### src/rtl/obmt_pkg.sv
// Shared types, constants and codes of the overlapping box merge table.
package obmt_pkg;

  localparam int TableDepth = 32;
  localparam int IdxW       = $clog2(TableDepth);
  localparam int CntW       = $clog2(TableDepth + 1);
  localparam int CoordW     = 32;
  localparam int MembersW   = 16;
  localparam int AbsorbedW  = 6;

  localparam logic [MembersW-1:0]  MembersMax  = '1;
  localparam logic [AbsorbedW-1:0] AbsorbedMax = '1;

  typedef enum logic [1:0] {
    REQ_INSERT = 2'd0,
    REQ_DUMP   = 2'd1,
    REQ_CLEAR  = 2'd2
  } req_e;

  typedef enum logic [2:0] {
    ST_IDLE,
    ST_SCAN_RD,
    ST_SCAN_CMP,
    ST_SHIFT_RD,
    ST_SHIFT_WR,
    ST_DUMP_RD,
    ST_DUMP_LD,
    ST_OUT
  } state_e;

  typedef struct packed {
    logic signed [CoordW-1:0] max_y;
    logic signed [CoordW-1:0] max_x;
    logic signed [CoordW-1:0] min_y;
    logic signed [CoordW-1:0] min_x;
  } box_t;

  typedef struct packed {
    logic [MembersW-1:0] members;
    box_t                box;
  } entry_t;

  typedef struct packed {
    logic overlap;
    box_t merged;
  } cmp_res_t;

  typedef struct packed {
    logic                 last;
    logic                 overflow;
    logic                 entry_valid;
    logic [AbsorbedW-1:0] absorbed;
    logic [MembersW-1:0]  members;
    box_t                 box;
  } result_t;

endpackage

### src/rtl/obmt_cmp_unit.sv
// Overlap test and min/max union of a working box against one table entry.
module obmt_cmp_unit (
  input  obmt_pkg::box_t     work_i,
  input  obmt_pkg::box_t     entry_i,
  output obmt_pkg::cmp_res_t res_o
);

  logic emin_x_lt, emax_x_lt, emin_x_gt, emax_x_gt;
  logic emin_y_lt, emax_y_lt, emin_y_gt, emax_y_gt;
  logic apart_x, apart_y;

  always_comb begin
    emin_x_lt = entry_i.min_x < work_i.min_x;
    emax_x_lt = entry_i.max_x < work_i.min_x;
    emin_x_gt = entry_i.min_x > work_i.max_x;
    emax_x_gt = entry_i.max_x > work_i.max_x;
    emin_y_lt = entry_i.min_y < work_i.min_y;
    emax_y_lt = entry_i.max_y < work_i.min_y;
    emin_y_gt = entry_i.min_y > work_i.max_y;
    emax_y_gt = entry_i.max_y > work_i.max_y;

    // Touching edges count as overlap, so only strict compares separate.
    apart_x = (emin_x_lt && emax_x_lt) || (emin_x_gt && emax_x_gt);
    apart_y = (emin_y_lt && emax_y_lt) || (emin_y_gt && emax_y_gt);

    res_o.overlap      = !apart_x && !apart_y;
    res_o.merged.min_x = emin_x_lt ? entry_i.min_x : work_i.min_x;
    res_o.merged.min_y = emin_y_lt ? entry_i.min_y : work_i.min_y;
    res_o.merged.max_x = (entry_i.max_x > work_i.max_x) ? entry_i.max_x : work_i.max_x;
    res_o.merged.max_y = emax_y_gt ? entry_i.max_y : work_i.max_y;
  end

endmodule

### config.mk
export PLATFORM = sky130hd
export DESIGN_NAME = obmt_cmp_unit
export DESIGN_NICKNAME = d
export VERILOG_FILES = /design/src/rtl/obmt_pkg.sv /design/src/rtl/obmt_cmp_unit.sv
export SDC_FILE = /design/constraint.sdc
export NUM_CORES = 1
export LEC_CHECK = 0
export BUFFER_PORTS_ARGS = -buffer_cell sky130_fd_sc_hd__buf_2
export CORE_MARGIN = 3
export CORE_UTILIZATION = 25
export DETAILED_ROUTE_END_ITERATION = 8
export PLACE_DENSITY_LB_ADDON = 0.12
export SKIP_LAST_GASP = 1
export SLEW_MARGIN = 30
export SYNTH_ARGS = -nofsm -noshare
export SYNTH_HDL_FRONTEND = slang
export SYNTH_SLANG_ARGS = --single-unit
### constraint.sdc
create_clock -name vclk -period 5
set_input_delay 0.25 -clock vclk [all_inputs]
set_output_delay 0.25 -clock vclk [all_outputs]
set_load 0.01 [all_outputs]
Yosys cells after proc, flatten, opt, wreduce, memory -nomap -nowiden --
Cells that the tools add are included.
Cells by class: equality and inequality tests 0, reductions and logical operators 9, mux-type cells 4, add/sub/neg operators 0, magnitude comparators 8, div/mod/pow operators 0, bitwise gates (word level) 0, shifts and indexed selects 0, $mul 0
Operators by type and width (number):
- $gt 32x32->1 | 4
- $lt 32x32->1 | 4
- $mux 32 | 4
- $logic_and 1x1->1 | 5
- $logic_not 1->1 | 2
- $logic_or 1x1->1 | 2
Storage, ports and cells: ROM bits 0, memories 0, bits of input ports 256, bits in latches 0, logic and storage cells 21, register bits after elaboration 0, output and inout bits 129, memory bits (writable) 0

Logic depth before layout (Yosys ltp) --
depth after elaboration 5, mapped depth 12, mapped depth without buffers 10

Worst setup path after synthesis --
OpenSTA, ideal clock, no wires.
path kind in2out, from input work_i[75] (netlist bit), to output res_o[75] (netlist bit), path buffers 1, data required time 4.750 ns, stages 10, slack 1.969 ns, arrival 2.781 ns, path through inv_1 ha_1 a21oi_1 o21a_1 o2bb2ai_1 or4_4 a2111oi_4 mux2i_1 clkbuf_1 o21ai_1
RTL lines:
- from (decl) | RTL line obmt_cmp_unit.sv:3 | input obmt_pkg::box_t work_i,
- to (decl) | RTL line obmt_cmp_unit.sv:5 | output obmt_pkg::cmp_res_t res_o

==> results.py <==
metrics = {
    "floorplan": {
        "start_util_pct": 25.68,
        "pin_count": 385,
        "core_area_um2": 29090,
        "die_w_um": 178.9,
        "fp-row-count": 62,
        "dieArea_um2": 31990,
        "die_h_um": 178.9,
    },
    "synthesis": {
        "yosysSeqAreaShare_pct": 0,
        "syn_area_per_cell_um2": 7.815,
        "ys_top_cells_by_count": "ha_1, inv_1, a21oi_1",
        "yosys_warnings": 0,
        "syn_inst": 956,
        "synth_area_um2": 7471,
        "synth_top_area_share_pct": 42.20,
        "yosys-top-cells-area": "ha_1, mux2_2, inv_1, a21oi_1, nand2_1",
        "yosys.cell_types.count": 52,
        "yosysTopAreaCell": "ha_1",
        "syn_nets": 1464,
        "synthMostInstantiatedCell": "ha_1",
    },
    "timing": {
        "setup_viol": 0,
        "holdWs_ps": 823.3,
        "finalCritPeriodShare_pct": 74.91,
        "slew_violations": 0,
        "worst_pin_slew_ps": 623.6,
        "max_freq_mhz": 267.0,
        "rsz0062_at_grt": "no",
        "max_slew_margin_pct": 57.88,
        "fin_tns_setup_ps": 0,
        "period_minus_slack_ps": 3746,
        "report.final.hold_viol_count": 0,
        "final.setup.worst_slack_ps": 1254,
    },
    "power": {
        "ir_drop_v": 0.00004078,
        "pwr-share-comb_pct": 100.0,
        "cellPowerDensity_nw_per_um2": 114.4,
        "p_clk_share_pct": 0,
        "p_switching_mw": 0.6118,
        "seq_power_share_pct": 0,
        "internal-power_mw": 0.5120,
        "leakage_nw": 5.516,
        "p_total_mw": 1.124,
        "swShare_pct": 54.44,
    },
    "grt": {
        "grt_max_degree": 35,
        "grt_pass1_wl_um": 44370,
        "overflow": 0,
        "grt_antenna_before_repair": 4,
        "grt_pass1_vias": 8132,
        "grt_use_total_pct": 17.59,
    },
    "clock_tree": {
        "hold_buffers": 0,
        "cts_setup_buffers": 0,
        "cts.repair.resized": 0,
    },
    "routing": {
        "drc": 0,
        "vias": 8230,
        "wl_per_cell_um": 17.53,
        "routed_wirelength_um": 30060,
        "dr.pass1.iters": 5,
        "viasPerCell": 4.799,
        "antenna_left": 0,
        "drtIter0Drc": 238,
    },
    "hold_path": {
        "min_to": "res_o[122]",
        "worstHoldStart": "work_i[122]",
        "min_path_cells": 3,
        "hp-class": "input port to output port",
    },
    "cells_and_area": {
        "nets": 1839,
        "seq_area_um2": 0,
        "nClkBuffers": 0,
        "seq_cells": 0,
        "fin_util_pct": 33.76,
        "drive_gt1_share_pct": 36.57,
        "area_growth_pct": 31.45,
    },
    "placement": {
        "preCtsSetupSlack_ps": 1179,
        "hpwl_um": 27800,
        "io_buffers": 385,
        "gp_congestion": 0.8002,
    },
    "worst_setup_path": {
        "cp_slowest_cell": "mux2i_4",
        "worst_path_most_repeated_cell": "buf_2",
        "cp-start-kind": "input port",
        "arrival_ps": 3500,
        "critPathMaxStageDelay_ps": 560,
        "criticalPathCategory": "input port to output port",
        "crit_chain": "buf_2 > inv_1 > ha_1 > a21oi_1 > o21ai_1 > o2bb2ai_1 > or4_4 > a2111oi_4 > mux2i_4 > buf_4 > o311a_1 > a211oi_2 > buf_2",
        "endpoint_kind": "output port",
        "cp_max_fo": 29,
        "worst_ep_required_time_ps": 4750,
    },
    "run_status": {
        "status": "finished clean",
    },
    "flow_run": {
        "maxCapViolCount": 0,
    },
}
==> cells in the final DEF (no fill, tap or decap), types with 9 or more instances in the layout <==
| cell type | instances |
|---|---|
| inv_1 | 132 |
| nand3_1 | 16 |
| ha_1 | 252 |
| nor2_1 | 22 |
| buf_2 | 385 |
| a211oi_1 | 9 |
| o21ai_0 | 55 |
| a21o_1 | 21 |
| a21oi_1 | 97 |
| nor2b_1 | 10 |
| nor3_1 | 9 |
| o21ai_1 | 21 |
| nand2_1 | 90 |
| nand4_1 | 43 |
| mux2_2 | 69 |
| mux2_4 | 21 |
==> power groups by stage <==
stage | Sequential (mW) | Clock, mW | Combinational (mW)
6_report | 0 | 0.0000000536 | 1.12
5_1_grt | 0 | 0.0000000536 | 1.27
4_1_cts | 0 | 0 | 1.14
3_5_place_dp | 0 | 0 | 1.14
3_3_place_gp | 0 | 0 | 1.14
2_1_floorplan | 0 | 0 | 0.687
==> metal layers <==
metal	vias up	part of all wire (%)	track usage, %
li1	4307	-	-
met1	3650	42	21.47
met2	253	52	34.63
met3	16	5.1	1.334
met4	4	0.66	1.201
met5	-	0.070	0
==> cell type report <==
| class | count | area (um2) |
|---|---|---|
| inverters | 132 | 495.5 |
| multi-input cells | 808 | 6883 |
| diodes | 2 | 5.005 |
| well taps | 384 | 480.5 |
| fillers | 3260 | 19270 |
| repair buffers | 389 | 1957 |
==> worst max-delay path, delay by kind of cell <==
kind	cells	cell delay, ps
buffers and inverters	4	700
AND/OR/NAND/NOR	1	530
adder cells (fa/ha/maj)	1	310
AO/OA/AOI/OAI	6	1150
multiplexers	1	560
==> per-stage QoR <==
stage | cells | area [um2]
4_1_cts | 1713 | 9816
3_3_place_gp | 1713 | 9816
2_1_floorplan | 956 | 7471
3_5_place_dp | 1713 | 9816
5_1_grt | 1715 | 9821
6_report | 1715 | 9821
==> kinds of logic (layout without fill, tap and decap cells) <==
family,after synthesis,in the layout,share of synthesized area (%)
buffers and inverters,148,521,8.206
other,0,2,0
and+or+nand+nor,215,215,14.24
adders and majority gates,252,252,42.20
AOI/OAI and AO/OA,240,240,19.14
muxes,101,101,16.21
==> worst max-delay path by stage <==
stage                             to  slack, ps        from
after floorplan            res_o[75]       1970  work_i[75]
after global placement     res_o[29]       1140  work_i[25]
after detailed placement   res_o[25]       1180  work_i[25]
after CTS                  res_o[25]       1150  work_i[25]
after global routing      res_o[128]       1060  work_i[71]
final                     res_o[128]       1250  work_i[71]
No activity file was read; power rests on OpenSTA's default activity.
